`src/rtl/core/rmcd_pkg.sv`:
```
package rmcd_pkg;

  localparam int unsigned CfgSmallW = 4;
  localparam int unsigned TimeW     = 32;
  localparam int unsigned CfgIdxW   = 3;
  localparam int unsigned CfgDataW  = 32;

  typedef enum logic [CfgIdxW-1:0] {
    REG_MARKER_COUNT_THRESHOLD = 3'd0,
    REG_MARKER_RUN_WIDTH       = 3'd1,
    REG_CLEAR_MAX_ACTIVE       = 3'd2,
    REG_CLEAR_CONFIRM_TIME     = 3'd3,
    REG_MARKER_MIN_ELAPSED     = 3'd4,
    REG_MARKER_CONFIRM_TIME    = 3'd5,
    REG_RUN_START_TIME         = 3'd6
  } cfg_idx_e;

  typedef struct packed {
    logic [CfgSmallW-1:0] count_thr;
    logic [CfgSmallW-1:0] run_width;
    logic [CfgSmallW-1:0] clear_max;
  } scan_cfg_t;

  typedef struct packed {
    logic present;
    logic eligible;
  } scan_res_t;

endpackage

```
`src/rtl/core/rmcd_scan.sv`:
```
module rmcd_scan
  import rmcd_pkg::*;
#(
  parameter int unsigned SENSOR_COUNT = 8
) (
  input  logic [SENSOR_COUNT-1:0] mask_i,
  input  scan_cfg_t               cfg_i,
  output scan_res_t               res_o
);

  localparam int unsigned CntW   = $clog2(SENSOR_COUNT + 1);
  localparam int unsigned CmpW   = (CntW > CfgSmallW) ? CntW : CfgSmallW;
  localparam int unsigned RunMax = (1 << CfgSmallW) - 1;

  logic [SENSOR_COUNT-1:0] win [RunMax];
  logic [RunMax-1:0]       hit;
  logic [CntW-1:0]         cnt;
  logic [CmpW-1:0]         cnt_ext;
  logic                    run_ok;
  logic [CfgSmallW-1:0]    run_idx;

  // window k holds bits that start a run of k+1 active sensors
  assign win[0] = mask_i;
  for (genvar k = 1; k < RunMax; k++) begin : g_win
    assign win[k] = win[k-1] & (win[k-1] >> 1);
  end
  for (genvar k = 0; k < RunMax; k++) begin : g_hit
    assign hit[k] = |win[k];
  end

  always_comb begin
    cnt = '0;
    for (int i = 0; i < SENSOR_COUNT; i++) begin
      cnt = cnt + CntW'(mask_i[i]);
    end
  end

  assign cnt_ext = CmpW'(cnt);
  assign run_idx = cfg_i.run_width - CfgSmallW'(1);
  assign run_ok  = (cfg_i.run_width == '0) || hit[run_idx];

  assign res_o.present  = (cnt_ext >= CmpW'(cfg_i.count_thr)) && run_ok;
  assign res_o.eligible = (cnt != '0) && (cnt_ext <= CmpW'(cfg_i.clear_max))
                          && !res_o.present;

endmodule

```
`src/rtl/core/route_marker_confirm_detector_top.sv`:
```
// channel  | valid         | stall         | payload
// ---------+---------------+---------------+------------------------------------------
// input    | in_valid_i    | in_stall_o    | sensor_mask_i, sample_time_i
// output   | out_valid_o   | out_stall_i   | out_time_o, marker_seen_o, start_done_o,
//          |               |               | start_done_pulse_o, go_straight_o,
//          |               |               | marker_done_o, marker_done_pulse_o
// config   | cfg_we_i      | -             | cfg_idx_i, cfg_data_i
//
// one transaction per cycle while the output is not stalled; an accepted input passes through
// the input register, then scan and timer compares into the result register
// reset clears all detector state and loads the register defaults
// output stall holds the result register and backs up into the input register;
// in_stall_o rises only when both registers are full and the output is stalled
module route_marker_confirm_detector_top
  import rmcd_pkg::*;
#(
  parameter int unsigned SENSOR_COUNT = 8
) (
  input  logic                    clk_i,
  input  logic                    rst_ni,
  input  logic                    cfg_we_i,
  input  logic [CfgIdxW-1:0]      cfg_idx_i,
  input  logic [CfgDataW-1:0]     cfg_data_i,
  input  logic                    in_valid_i,
  output logic                    in_stall_o,
  input  logic [SENSOR_COUNT-1:0] sensor_mask_i,
  input  logic [TimeW-1:0]        sample_time_i,
  output logic                    out_valid_o,
  input  logic                    out_stall_i,
  output logic [TimeW-1:0]        out_time_o,
  output logic                    marker_seen_o,
  output logic                    start_done_o,
  output logic                    start_done_pulse_o,
  output logic                    go_straight_o,
  output logic                    marker_done_o,
  output logic                    marker_done_pulse_o
);

  scan_cfg_t       scfg_q;
  logic [TimeW-1:0] clear_time_q, min_elapsed_q, marker_time_q, run_start_q;

  logic                    s1_valid_q;
  logic [SENSOR_COUNT-1:0] s1_mask_q;
  logic [TimeW-1:0]        s1_time_q;
  logic                    s1_adv, s1_fire;

  logic             cleared_q, cleared_d;
  logic             clr_pend_q, clr_pend_d;
  logic [TimeW-1:0] clr_since_q, clr_since_d;
  logic             conf_q, conf_d;
  logic             mk_pend_q, mk_pend_d;
  logic [TimeW-1:0] mk_since_q, mk_since_d;
  logic             clr_evt, conf_evt;
  logic [TimeW-1:0] elapsed;

  scan_res_t scan;

  // config registers
  always_ff @(posedge clk_i or negedge rst_ni) begin
    if (!rst_ni) begin
      scfg_q.count_thr <= CfgSmallW'(3);
      scfg_q.run_width <= '0;
      scfg_q.clear_max <= CfgSmallW'(2);
      clear_time_q     <= '0;
      min_elapsed_q    <= '0;
      marker_time_q    <= '0;
      run_start_q      <= '0;
    end else if (cfg_we_i) begin
      unique case (cfg_idx_i)
        REG_MARKER_COUNT_THRESHOLD: scfg_q.count_thr <= cfg_data_i[CfgSmallW-1:0];
        REG_MARKER_RUN_WIDTH:       scfg_q.run_width <= cfg_data_i[CfgSmallW-1:0];
        REG_CLEAR_MAX_ACTIVE:       scfg_q.clear_max <= cfg_data_i[CfgSmallW-1:0];
        REG_CLEAR_CONFIRM_TIME:     clear_time_q     <= cfg_data_i[TimeW-1:0];
        REG_MARKER_MIN_ELAPSED:     min_elapsed_q    <= cfg_data_i[TimeW-1:0];
        REG_MARKER_CONFIRM_TIME:    marker_time_q    <= cfg_data_i[TimeW-1:0];
        REG_RUN_START_TIME:         run_start_q      <= cfg_data_i[TimeW-1:0];
        default: ;
      endcase
    end
  end

  // handshake
  assign s1_adv     = !out_valid_o || !out_stall_i;
  assign s1_fire    = s1_valid_q && s1_adv;
  assign in_stall_o = s1_valid_q && !s1_adv;

  always_ff @(posedge clk_i or negedge rst_ni) begin
    if (!rst_ni) begin
      s1_valid_q <= 1'b0;
    end else if (!in_stall_o) begin
      s1_valid_q <= in_valid_i;
    end
  end

  always_ff @(posedge clk_i) begin
    if (in_valid_i && !in_stall_o) begin
      s1_mask_q <= sensor_mask_i;
      s1_time_q <= sample_time_i;
    end
  end

  rmcd_scan #(
    .SENSOR_COUNT(SENSOR_COUNT)
  ) u_scan (
    .mask_i(s1_mask_q),
    .cfg_i (scfg_q),
    .res_o (scan)
  );

  // start clear
  always_comb begin
    cleared_d   = cleared_q;
    clr_pend_d  = clr_pend_q;
    clr_since_d = clr_since_q;
    clr_evt     = 1'b0;
    if (!cleared_q) begin
      priority if (!scan.eligible) begin
        clr_pend_d = 1'b0;
      end else if (!clr_pend_q) begin
        clr_pend_d  = 1'b1;
        clr_since_d = s1_time_q;
      end else begin
        if ((s1_time_q - clr_since_q) >= clear_time_q) begin
          cleared_d  = 1'b1;
          clr_pend_d = 1'b0;
          clr_evt    = 1'b1;
        end
      end
    end
  end

  // marker confirm, sees this sample's start clear
  assign elapsed = s1_time_q - run_start_q;

  always_comb begin
    conf_d     = conf_q;
    mk_pend_d  = mk_pend_q;
    mk_since_d = mk_since_q;
    conf_evt   = 1'b0;
    if (!conf_q) begin
      priority if (!scan.present || !cleared_d || (elapsed < min_elapsed_q)) begin
        mk_pend_d = 1'b0;
      end else if (marker_time_q == '0) begin
        conf_d   = 1'b1;
        conf_evt = 1'b1;
      end else if (!mk_pend_q) begin
        mk_pend_d  = 1'b1;
        mk_since_d = s1_time_q;
      end else begin
        if ((s1_time_q - mk_since_q) >= marker_time_q) begin
          conf_d    = 1'b1;
          mk_pend_d = 1'b0;
          conf_evt  = 1'b1;
        end
      end
    end
  end

  always_ff @(posedge clk_i or negedge rst_ni) begin
    if (!rst_ni) begin
      cleared_q   <= 1'b0;
      clr_pend_q  <= 1'b0;
      clr_since_q <= '0;
      conf_q      <= 1'b0;
      mk_pend_q   <= 1'b0;
      mk_since_q  <= '0;
    end else if (s1_fire) begin
      cleared_q   <= cleared_d;
      clr_pend_q  <= clr_pend_d;
      clr_since_q <= clr_since_d;
      conf_q      <= conf_d;
      mk_pend_q   <= mk_pend_d;
      mk_since_q  <= mk_since_d;
    end
  end

  // result register
  always_ff @(posedge clk_i or negedge rst_ni) begin
    if (!rst_ni) begin
      out_valid_o <= 1'b0;
    end else if (s1_adv) begin
      out_valid_o <= s1_valid_q;
    end
  end

  always_ff @(posedge clk_i) begin
    if (s1_fire) begin
      out_time_o          <= s1_time_q;
      marker_seen_o       <= scan.present;
      start_done_o        <= cleared_d;
      start_done_pulse_o  <= clr_evt;
      go_straight_o       <= scan.present && !cleared_d;
      marker_done_o       <= conf_d;
      marker_done_pulse_o <= conf_evt;
    end
  end

`ifndef ASSERT_OFF
  a_conf_needs_clear: assert property (@(posedge clk_i) disable iff (!rst_ni)
    conf_q |-> cleared_q)
    else $error("marker confirmed without start clear");

  a_clear_latched: assert property (@(posedge clk_i) disable iff (!rst_ni)
    cleared_q |=> cleared_q)
    else $error("start clear flag dropped");

  a_pulse_flags: assert property (@(posedge clk_i) disable iff (!rst_ni)
    out_valid_o && marker_done_pulse_o |-> marker_done_o && start_done_o)
    else $error("marker pulse without latched flags");

  a_go_straight: assert property (@(posedge clk_i) disable iff (!rst_ni)
    out_valid_o && go_straight_o |-> marker_seen_o && !start_done_o)
    else $error("go straight inconsistent with marker and start state");
`endif

endmodule

```
`config.mk`:
```
export PLATFORM = sky130hd
export DESIGN_NAME = route_marker_confirm_detector_top
export DESIGN_NICKNAME = d
export VERILOG_FILES = /design/src/rtl/core/rmcd_pkg.sv /design/src/rtl/core/rmcd_scan.sv /design/src/rtl/core/route_marker_confirm_detector_top.sv
export SDC_FILE = /design/constraint.sdc
export NUM_CORES = 1
export LEC_CHECK = 0
export ABC_AREA = 0
export BUFFER_PORTS_ARGS = -buffer_cell sky130_fd_sc_hd__buf_4
export CORE_MARGIN = 2
export CORE_UTILIZATION = 45
export DETAILED_ROUTE_END_ITERATION = 8
export MAX_ROUTING_LAYER = met4
export SLEW_MARGIN = 20
export SYNTH_ARGS = -nofsm -noshare
export SYNTH_HDL_FRONTEND = slang
export SYNTH_SLANG_ARGS = --single-unit
```
`constraint.sdc`:
```
create_clock -name clk_i -period 4.93 [get_ports clk_i]
set_clock_uncertainty 0.15 [all_clocks]
set_input_delay 0.2465 -clock clk_i [delete_from_list [all_inputs] [get_ports clk_i]]
set_output_delay 0.2465 -clock clk_i [all_outputs]
set_load 0.05 [all_outputs]
```
==> impl_metrics.yaml, run 1 <==
sta:
  finalCritPeriodShare_pct: 102
  clock.fmax_ghz: 0.199
  period_needed_ns: 5.02
  worst_slack_ns: -0.0851
  tightest_slew_ns: 0.747
  setup_viol: 35
  setup-tns-final_ns: -1.88
  hold_viol_final: 0
  grt_setup_unrepaired: "true"
  relSlewSlack_pct: 50.0
  drv_slew: 0
route:
  vias: 14000
  ant_nets: 0
  wl_per_cell_um: 18.3
  drt-total-wl_um: 48200
  firstDrtPassIters: 6
  post-route-drc-count: 0
  viasPerCell: 5.32
  drtIter0Drc: 748
cells_and_area:
  diodes: 0
  drive_gt1_share_pct: 27.6
  area_growth_pct: 28.6
  fill_cells: 3377
  nets: 2364
  stdcell_count: 2630
  utilization_pct: 58.7
worst_setup_path:
  worstPathRequired_ns: 5.20
  startpoint: "s1_time_q[0]"
  r2r_cells: 24
  rr_endpoint: "mk_since_q[1]"
  crit_path_max_fanout: 15
  reg2reg_slack_ns: -0.09
  critical_path.endpoint: "mk_since_q[1]"
  end_kind: "flip-flop"
  worst_ep_arrival_time_ns: 5.29
  startpoint_type: "flip-flop"
  worstSetupPathType: "flip-flop to flip-flop"
  reg2reg_from: "s1_time_q[0]"
place:
  place_inst: 2455
  gp_congestion: 0.934
  hpwl_um: 35000
  place.port_buffers: 119
yosys:
  syn_area_mm2: 0.0181
  synth_edf_count: 78
  synth_top_family_by_area: "adder cells"
  synthXorXnorAreaFrac_pct: 4.10
  postSynthCellCount: 1722
  yosysSeqAreaShare_pct: 41.9
  ys_types: 73
  synthSimpleGateAreaFrac_pct: 8.50
  ys.flop_type: "dfrtp_1"
  async_flop_share_pct: 72.9
  syn_avg_cell_area_um2: 10.5
  synth_top_area_cell: "dfrtp_1"
  synth_compound_area_share_pct: 14.1
  muxShareOfSynthArea_pct: 10.9
  ys_top_cells_by_count: "233 x inv_1, 207 x dfrtp_1, 201 x ha_1, 135 x mux2_2, 106 x nand2_1"
  synth_most_common_cell: "inv_1"
  yosys_register_bits: 288
  yosysWarnings: 0
  syn-num-nets: 2010
  synth_area_leaders: "dfrtp_1 29%, ha_1 14%, edfxtp_1 13%"
  synth_top_area_share_pct: 28.5
  synth-adder-area-share_pct: 14.7
power:
  power_frac_comb_pct: 53.1
  power_density_mw_per_mm2: 577
  pwr-share-clk_pct: 21.7
  power_switching_uw: 5110
  ir_drop_v: 0.000331
  p_int_uw: 8370
  power_leakage_uw: 0.0110
  swShare_pct: 37.9
  seqPwrFrac_pct: 25.2
cts:
  cts_htree_levels: 2
  cts_buffers: 37
  clkTransAtPathRegs_ns: 0.06
  cts-root-buf: "clkbuf_16"
  clk_path_buf_depth: 3
  numClockSinks: 288
  tritoncts: "done"
  worst_skew_pair.late_latency_ns: 0.55
die:
  die_w_um: 205
  initial_core_util_pct: 45.7
  rows: 73
  pin_count: 120
  design.core.area_mm2: 0.0397
  die_area_mm2: 0.0420
  die_height_um: 205
grt:
  grt_pass1_wl_um: 75400
  overflow: 0
  grt_pass1_vias: 14300
  antenna_found_initial: 0
  grt_max_degree: 72
  grtUsageTotal_pct: 23.8
outcome:
  failed_checks: "setup timing"
  status: "finished, violations left"
job:
  cap_violations: 0
hold_path:
  hp-class: "input pin to async pin"
[layout make-up]
| cell class | instances | area [um^2] | share of cell area [%] |
|---|---|---|---|
| inverters | 233 | 877 | 3.76 |
| flip-flops and latches | 288 | 7600 | 32.6 |
| multi-input cells | 1169 | 9920 | 42.5 |
| well taps | 525 | 657 | 2.81 |
| repair buffers | 347 | 2950 | 12.6 |
| clock buffers | 50 | 1110 | 4.75 |
| clock inverters | 18 | 228 | 0.976 |
[through the flow]
step	setup WS [ns]	power (uW)	hold slack, ns	instance area [um^2]
2_1_floorplan	0.00237	8010	-0.199	18100
3_3_place_gp	-0.352	9800	0.103	20500
3_5_place_dp	-0.450	9970	0.117	20500
4_1_cts	-0.126	13200	0.0800	22900
5_1_grt	-0.370	14500	0.147	23300
6_report	-0.0851	13500	0.108	23300
[cell families after synthesis]
kind of cell,count (synthesis)
AO/OA/AOI/OAI,398
AND/OR/NAND/NOR,312
flip-flops,288
buffers and inverters,265
adder cells (fa/ha/maj),209
multiplexers,165
XOR/XNOR,85
[what timing repair did]
| item | 4_1_cts | 5_1_grt |
|---|---|---|
| cloned | 1 | 2 |
| resized for setup | 30 | 72 |
| hold buffers | 81 | 0 |
| endpoints found under the setup margin | 72 | 72 |
| pin swaps | 12 | 27 |
| hold endpoints to repair | 250 | 0 |
| buffers inserted | 12 | 14 |
[how the worst min path moves through the flow]
stage,end,startpoint,slack [ns]
floorplan,clear_time_q[0],rst_ni,-0.20
global placement,run_start_q[5],rst_ni,0.10
detailed placement,run_start_q[5],rst_ni,0.12
CTS,scfg_q[5],cfg_we_i,0.08
global route,run_start_q[5],rst_ni,0.15
finish,clear_time_q[4],rst_ni,0.11
[routing by layer]
metal	up-vias	track usage [%]	wire length [um]	part of all wire [%]
met1	6794	31.1	22600	47
met3	68	3.10	1750	3.6
met4	0	7.63	1190	2.5
li1	6849	-	-	-
met5	-	-	0	0
met2	274	38.4	22700	47
[critical path, cell delays in order, from the launching register on]
cell,delay (ns)
edfxtp_1,0.40
inv_2,0.10
ha_4,0.12
inv_1,0.05
fa_2,0.36
a211o_1,0.30
a21oi_2,0.14
buf_6,0.13
a211oi_4,0.07
o31a_1,0.27
nor2_2,0.13
o21bai_1,0.07
a21oi_1,0.19
xnor2_1,0.09
ha_1,0.29
nand4_1,0.21
nor4_2,0.21
o211ai_1,0.17
a2111oi_4,0.43
o211ai_1,0.15
buf_4,0.16
nor2_4,0.09
buf_4,0.13
buf_12,0.14
mux2_2,0.34
[cell usage in the layout, fill, tap and decap left out, types with 8 or more instances in the layout]
master / n
buf_4: 251
inv_1: 226
dfrtp_1: 207
ha_1: 194
mux2_2: 132
nand2_1: 106
o21ai_0: 88
a21oi_1: 85
dlygate4sd3_1: 81
edfxtp_1: 78
a21o_1: 68
xnor2_1: 61
nor2_1: 53
clkbuf_16: 42
mux2_4: 33
xor2_1: 24
nand2b_1: 24
nand4_1: 23
nand3_1: 22
o211ai_1: 16
nor3_1: 15
a31oi_1: 14
o21a_1: 13
a21oi_2: 13
nor4_1: 12
o21bai_1: 11
nor2b_1: 9
a211oi_1: 9
and3_1: 8
[sequential cells by signal, indices dropped and copies added (netlist names), 8 cells and up]
| register | cells |
|---|---|
| s1_time_q | 32 |
| mk_since_q | 32 |
| run_start_q | 32 |
| scfg_q | 12 |
| marker_time_q | 32 |
| clr_since_q | 32 |
| out_time_o | 32 |
| clear_time_q | 32 |
| min_elapsed_q | 32 |
| s1_mask_q | 8 |
[power groups by stage]
stage,sequential (uW),clock [uW],combinational (uW)
floorplan,3400,0,4610
global placement,3410,0,6400
detailed placement,3420,0,6550
CTS,3390,2990,6790
global route,3460,3080,7980
finish,3390,2930,7150
Power figures use the tool's default switching activity.
==> run 2, diff against run 1 <==
CORE_MARGIN = 1.5   (was 2)
CORE_UTILIZATION = 50   (was 45)
GPL_TIMING_DRIVEN = 0   (was default)
PLACE_DENSITY = 0.7   (was default)
==> run 2 against run 1 <==
  * The flow finishes with violations (DRC, setup timing)
  * Die area down 11%
  * Clock power increased by 2%
  * Global-route usage grew 2.7 points
  * Critical path depth is 1 lower
  * Maximum frequency shrank 4.9%
  * Worst setup slack worse by 0.26 ns
  * Sequential share of layout area increased by 0.27 points
  * Critical path type unchanged
  * Critical endpoint is now mk_since_q[4]
  * Largest power group unchanged
==> impl_metrics.yaml, run 2 (synthesized netlist as in run 1, its figures left out) <==
outcome:
  status: "finished, violations left"
  failed_checks: "DRC, setup timing"
route:
  vias: 14000
  firstDrtPassIters: 9
  drt-total-wl_um: 48400
  ant_nets: 0
  drtIter0Drc: 767
  viasPerCell: 5.59
  wl_per_cell_um: 19.3
  post-route-drc-count: 5
cells_and_area:
  nets: 2309
  diodes: 0
  fill_cells: 2807
  final_cell_mix: "228 x inv_1, 207 x dfrtp_1, 195 x ha_1"
  final_common_cell: "inv_1"
  drive_gt1_share_pct: 25.4
  area_growth_pct: 27.5
  utilization_pct: 64.9
power:
  swShare_pct: 38.9
  pwr-share-clk_pct: 22.0
  seqPwrFrac_pct: 25.1
  ir_drop_v: 0.000302
  power_switching_uw: 5280
  power_density_mw_per_mm2: 586
  p_total_uw: 13600
  power_frac_comb_pct: 52.9
  power_leakage_uw: 0.0108
  p_int_uw: 8290
sta:
  drv_slew: 0
  clock.fmax_ghz: 0.190
  setup_viol: 70
  finalHoldWorstSlack_ns: 0.0481
  period_needed_ns: 5.28
  finalCritPeriodShare_pct: 107
  setup-tns-final_ns: -12.53
  relSlewSlack_pct: 46.0
  tightest_slew_ns: 0.808
  worst_slack_ns: -0.345
  grt_setup_unrepaired: "true"
  hold_viol_final: 0
cts:
  cts-root-buf: "clkbuf_16"
  clkTransAtPathRegs_ns: 0.06
  clk_path_buf_depth: 3
  cts_htree_levels: 2
  tritoncts: "done"
  worst_skew_pair.late_latency_ns: 0.55
  cts_buffers: 37
  numClockSinks: 288
worst_setup_path:
  worst_ep_arrival_time_ns: 5.55
  startpoint_type: "flip-flop"
  slowest_delay_ns: 0.42
  worstSetupPathType: "flip-flop to flip-flop"
  rr_endpoint: "mk_since_q[4]"
  reg2reg_from: "s1_time_q[0]"
  cp_slowest_cell: "edfxtp_1"
  r2r_cells: 23
  worstPathRequired_ns: 5.20
  crit_path_max_fanout: 5
  end_kind: "flip-flop"
  reg2reg_slack_ns: -0.35
  crit_chain: "inv_2, ha_4, inv_2, fa_2, a211o_1, a21oi_4, a21oi_2, a21o_1, a21o_1, nand2_2, nor3b_2, nor3_1, nor3_1, ha_1, nand4_1, nor4_2, o211ai_1, a2111oi_4, o211ai_1, nor2_4, buf_6, clkbuf_16, mux2_4"
grt:
  grtUsageTotal_pct: 26.5
  grt_pass1_vias: 14100
  grt_pass1_wl_um: 75700
  antenna_found_initial: 0
  overflow: 0
  grt_max_degree: 97
hold_path:
  hp-class: "input pin to flip-flop"
  hold_end: "min_elapsed_q[1]"
  hold_start: "cfg_idx_i[2]"
  hold_depth: 5
die:
  initial_core_util_pct: 50.9
  rows: 69
  design.core.area_mm2: 0.0357
  pin_count: 120
  die_w_um: 194
  die_area_mm2: 0.0375
  die_height_um: 194
place:
  post-place-ws_ns: -1.78
  gp_congestion: 0.900
  place.port_buffers: 117
  hpwl_um: 33700
job:
  cap_violations: 0
-- run 2: power groups by stage --
stage | logic (uW) | registers [uW] | clock network, uW
6_report | 7180 | 3410 | 2990
5_1_grt | 7950 | 3480 | 3130
4_1_cts | 6820 | 3390 | 3040
3_5_place_dp | 6170 | 3420 | 0
3_3_place_gp | 5970 | 3410 | 0
2_1_floorplan | 4610 | 3400 | 0
-- run 2: how the worst max path moves through the flow --
stage | start | end | slack [ns] | cells past startpoint
floorplan | s1_mask_q[1] | clr_since_q[10] | 0.002 | 18
global placement | s1_time_q[0] | mk_since_q[20] | -1.76 | 21
detailed placement | s1_time_q[0] | mk_since_q[10] | -1.78 | 21
CTS | s1_time_q[0] | mk_since_q[10] | -0.37 | 23
global route | s1_time_q[0] | start_done_pulse_o | -0.58 | 26
finish | s1_time_q[0] | mk_since_q[4] | -0.35 | 23
-- run 2: routing by layer --
| metal | part of all wire [%] | GRT usage, % |
|---|---|---|
| met1 | 46 | 34.6 |
| met5 | 0 | - |
| met4 | 3.5 | 10.5 |
| met3 | 4.6 | 3.68 |
| met2 | 46 | 41.6 |
-- run 2: metrics by stage --
stage,instances,area (um^2)
3_5_place_dp,2303,19700
5_1_grt,2511,23100
3_3_place_gp,2300,19600
2_1_floorplan,1722,18100
6_report,2511,23100
4_1_cts,2487,22700
-- run 2: repair_timing --
item	in CTS	in global routing
hold endpoints to repair	296	0
pin swaps	25	37
resized for setup	122	44
hold buffers	76	0
setup endpoints to repair	72	72
gates cloned	1	5
setup buffers	39	20
-- run 2: area by class of cell --
type | instances | area (um^2) | share of cell area, %
multi-input cells | 1169 | 10100 | 43.7
flip-flops and latches | 288 | 7600 | 32.8
repair buffers | 260 | 2360 | 10.2
clock buffers | 60 | 1250 | 5.41
inverters | 233 | 875 | 3.78
well taps | 461 | 577 | 2.49
plain buffers | 32 | 236 | 1.02
clock inverters | 8 | 123 | 0.530
-- run 2: worst max-delay path, delay by kind of cell (launching register included) --
kind | cells | cell delay [ns]
adder cells (fa/ha/maj) | 3 | 0.79
flip-flops | 1 | 0.42
multiplexers | 1 | 0.29
buffers and inverters | 4 | 0.48
AND/OR/NAND/NOR | 7 | 1.03
AO/OA/AOI/OAI | 8 | 1.97
==> run 3, diff against run 2 <==
==> constraint.sdc (replaced) <==
create_clock -name clk_i -period 4.93 [get_ports clk_i]
set_clock_uncertainty 0.15 [all_clocks]
set_input_delay 1.2325 -clock clk_i [delete_from_list [all_inputs] [get_ports clk_i]]
set_output_delay 1.2325 -clock clk_i [all_outputs]
set_load 0.05 [all_outputs]
==> run 3 against run 2 <==
  * The flow still finishes with violations (DRC, setup timing)
  * Sequential power about the same
  * Power down 0.17%
  * Worst hold slack better by 0.30 ns
  * Flip-flop and latch count unchanged
  * Maximum frequency down 0.39%
  * Final cell count down 3.0%
  * Die area unchanged
  * Routed wire length down 1.1%
  * Non-clock buffer count down 75
  * Via count down 1.7%
  * Global-route usage down 0.34 points
  * Clock power about the same
  * Critical endpoint unchanged
  * Largest cell class unchanged
  * Highest routed layer unchanged
==> impl_metrics.yaml, run 3 (synthesized netlist as in run 1, its figures left out) <==
outcome:
  status: "finished, violations left"
  failed_checks: "DRC, setup timing"
cts:
  cts_htree_levels: 2
  numClockSinks: 288
  clkTransAtPathRegs_ns: 0.06
  tritoncts: "done"
  worst_skew_pair.late_latency_ns: 0.55
  postCtsHoldBufs: 0
  cts_buffers: 37
  cts-root-buf: "clkbuf_16"
  clk_path_buf_depth: 3
die:
  die_height_um: 194
  design.core.area_mm2: 0.0357
  die_area_mm2: 0.0375
  pin_count: 120
  die_w_um: 194
  rows: 69
  initial_core_util_pct: 50.9
cells_and_area:
  drive_gt1_share_pct: 26.4
  fill_cells: 2883
  utilization_pct: 62.9
  area_growth_pct: 23.5
  final_cell_mix: "228 x inv_1, 207 x dfrtp_1, 195 x ha_1"
  diodes: 0
  stdcell_count: 2436
  final_common_cell: "inv_1"
  nets: 2234
worst_setup_path:
  crit_chain: "inv_2, ha_4, inv_2, fa_2, a211o_1, a21oi_4, a21oi_2, a21o_1, a21o_1, nand2_2, nor3b_2, nor3_1, nor3_1, ha_1, nand4_1, nor4_2, o211ai_1, a2111oi_4, o211ai_1, nor2_4, buf_6, clkbuf_16, mux2_4"
  startpoint: "s1_time_q[0]"
  reg2reg_slack_ns: -0.37
  cp_slowest_cell: "edfxtp_1"
  slowest_delay_ns: 0.42
  worstPathRequired_ns: 5.21
  worst_ep_arrival_time_ns: 5.57
  critical_path.endpoint: "mk_since_q[4]"
  path_buf_inv: 4
  cp.depth: 23
  worstSetupPathType: "flip-flop to flip-flop"
  r2r_cells: 23
  end_kind: "flip-flop"
  startpoint_type: "flip-flop"
  rr_endpoint: "mk_since_q[4]"
  crit_family: "compound AO/OA/AOI/OAI gates"
  crit_path_max_fanout: 5
  reg2reg_from: "s1_time_q[0]"
job:
  cap_violations: 0
place:
  place.port_buffers: 117
  post-place-ws_ns: -1.78
  place_inst: 2303
  hpwl_um: 33700
  gp_congestion: 0.900
power:
  power_density_mw_per_mm2: 605
  ir_drop_v: 0.000302
  power_leakage_uw: 0.0105
route:
  wl_per_cell_um: 19.7
  drtIter0Drc: 753
  drt-met1-wl_um: 21800
  ant_nets: 0
  wl_met3_um: 2200
  vias: 13800
  viasPerCell: 5.67
  top_layer_used: "met4"
  routed-wl-met2_um: 22100
  drt-total-wl_um: 47900
  firstDrtPassIters: 6
  post-route-drc-count: 10
grt:
  grt_pass1_wl_um: 74600
  grtUsageTotal_pct: 26.1
  overflow: 0
  grt_max_degree: 97
  grt_pass1_vias: 13900
  antenna_found_initial: 0
sta:
  tightest_slew_ns: 0.828
  relSlewSlack_pct: 44.7
  setup_viol: 70
  worst_slack_ns: -0.365
  period_needed_ns: 5.30
  hold_viol_final: 0
  finalCritPeriodShare_pct: 107
  drv_slew: 0
  grt_setup_unrepaired: "true"
  clock.fmax_ghz: 0.189
hold_path:
  hp-class: "flip-flop to flip-flop"
==> run 3: cell count changes in the layout (fill, tap and decap cells not counted) <==
cell           delta
and3_1            -1
and3_4            +1
buf_4             +1
dlygate4sd3_1    -76
o21ai_2           -1
o21ai_4           +1
o31ai_2           -1
o31ai_4           +1
==> run 3: metrics by stage <==
step	area [um^2]	total power [uW]	setup TNS, ns	hold WS (ns)
floorplan	18100	8010	0	0.307
global placement	19600	9380	-73.37	0.323
detailed placement	19700	9590	-77.06	0.338
CTS	21900	13200	-11.89	0.351
global route	22400	14500	-26.90	0.364
finish	22400	13500	-13.28	0.352
==> run 3: layout make-up <==
| type | count | area, um^2 | area share, % |
|---|---|---|---|
| multi-input cells | 1169 | 10100 | 45.3 |
| inverters | 233 | 875 | 3.90 |
| clock inverters | 8 | 123 | 0.547 |
| clock buffers | 60 | 1250 | 5.58 |
| flip-flops and latches | 288 | 7600 | 33.9 |
| plain buffers | 32 | 236 | 1.06 |
| well taps | 461 | 577 | 2.57 |
| repair buffers | 185 | 1600 | 7.15 |
==> run 3: how the worst min path moves through the flow <==
stage                    startpoint  cells past startpoint              end
finish              run_start_q[30]                      1  run_start_q[30]
global route         run_start_q[5]                      1   run_start_q[5]
CTS                      s1_valid_q                      1      out_valid_o
detailed placement       s1_valid_q                      1      out_valid_o
global placement         s1_valid_q                      1      out_valid_o
floorplan                s1_valid_q                      1      out_valid_o
==> run 3: what timing repair did <==
| item | CTS | global route |
|---|---|---|
| setup buffers | 39 | 21 |
| hold endpoints to repair | 0 | 0 |
| setup endpoints to repair | 72 | 72 |
| pin swaps | 25 | 38 |
| gates cloned | 1 | 5 |
| resized for setup | 122 | 47 |
==> run 3: power breakdown <==
part,switching [uW],internal (uW)
sequential,361,3050
combinational,3830,3320
clock,1090,1900
==> run 3: metal layers <==
metal	global-route usage, %	vias to the layer above
li1	-	6585
met1	34.2	6797
met2	40.9	324
met3	3.91	99
met4	10.4	0
met5	-	-
==> run 3: worst reg2reg max path, cell delays in order, from the launching register on <==
cell       delay, ns
edfxtp_1        0.42
inv_2           0.11
ha_4            0.13
inv_2           0.03
fa_2            0.35
a211o_1         0.33
a21oi_4         0.24
a21oi_2         0.10
a21o_1          0.19
a21o_1          0.21
nand2_2         0.10
nor3b_2         0.05
nor3_1          0.15
nor3_1          0.08
ha_1            0.31
nand4_1         0.13
nor4_2          0.33
o211ai_1        0.27
a2111oi_4       0.40
o211ai_1        0.26
nor2_4          0.19
buf_6           0.17
clkbuf_16       0.17
mux2_4          0.29
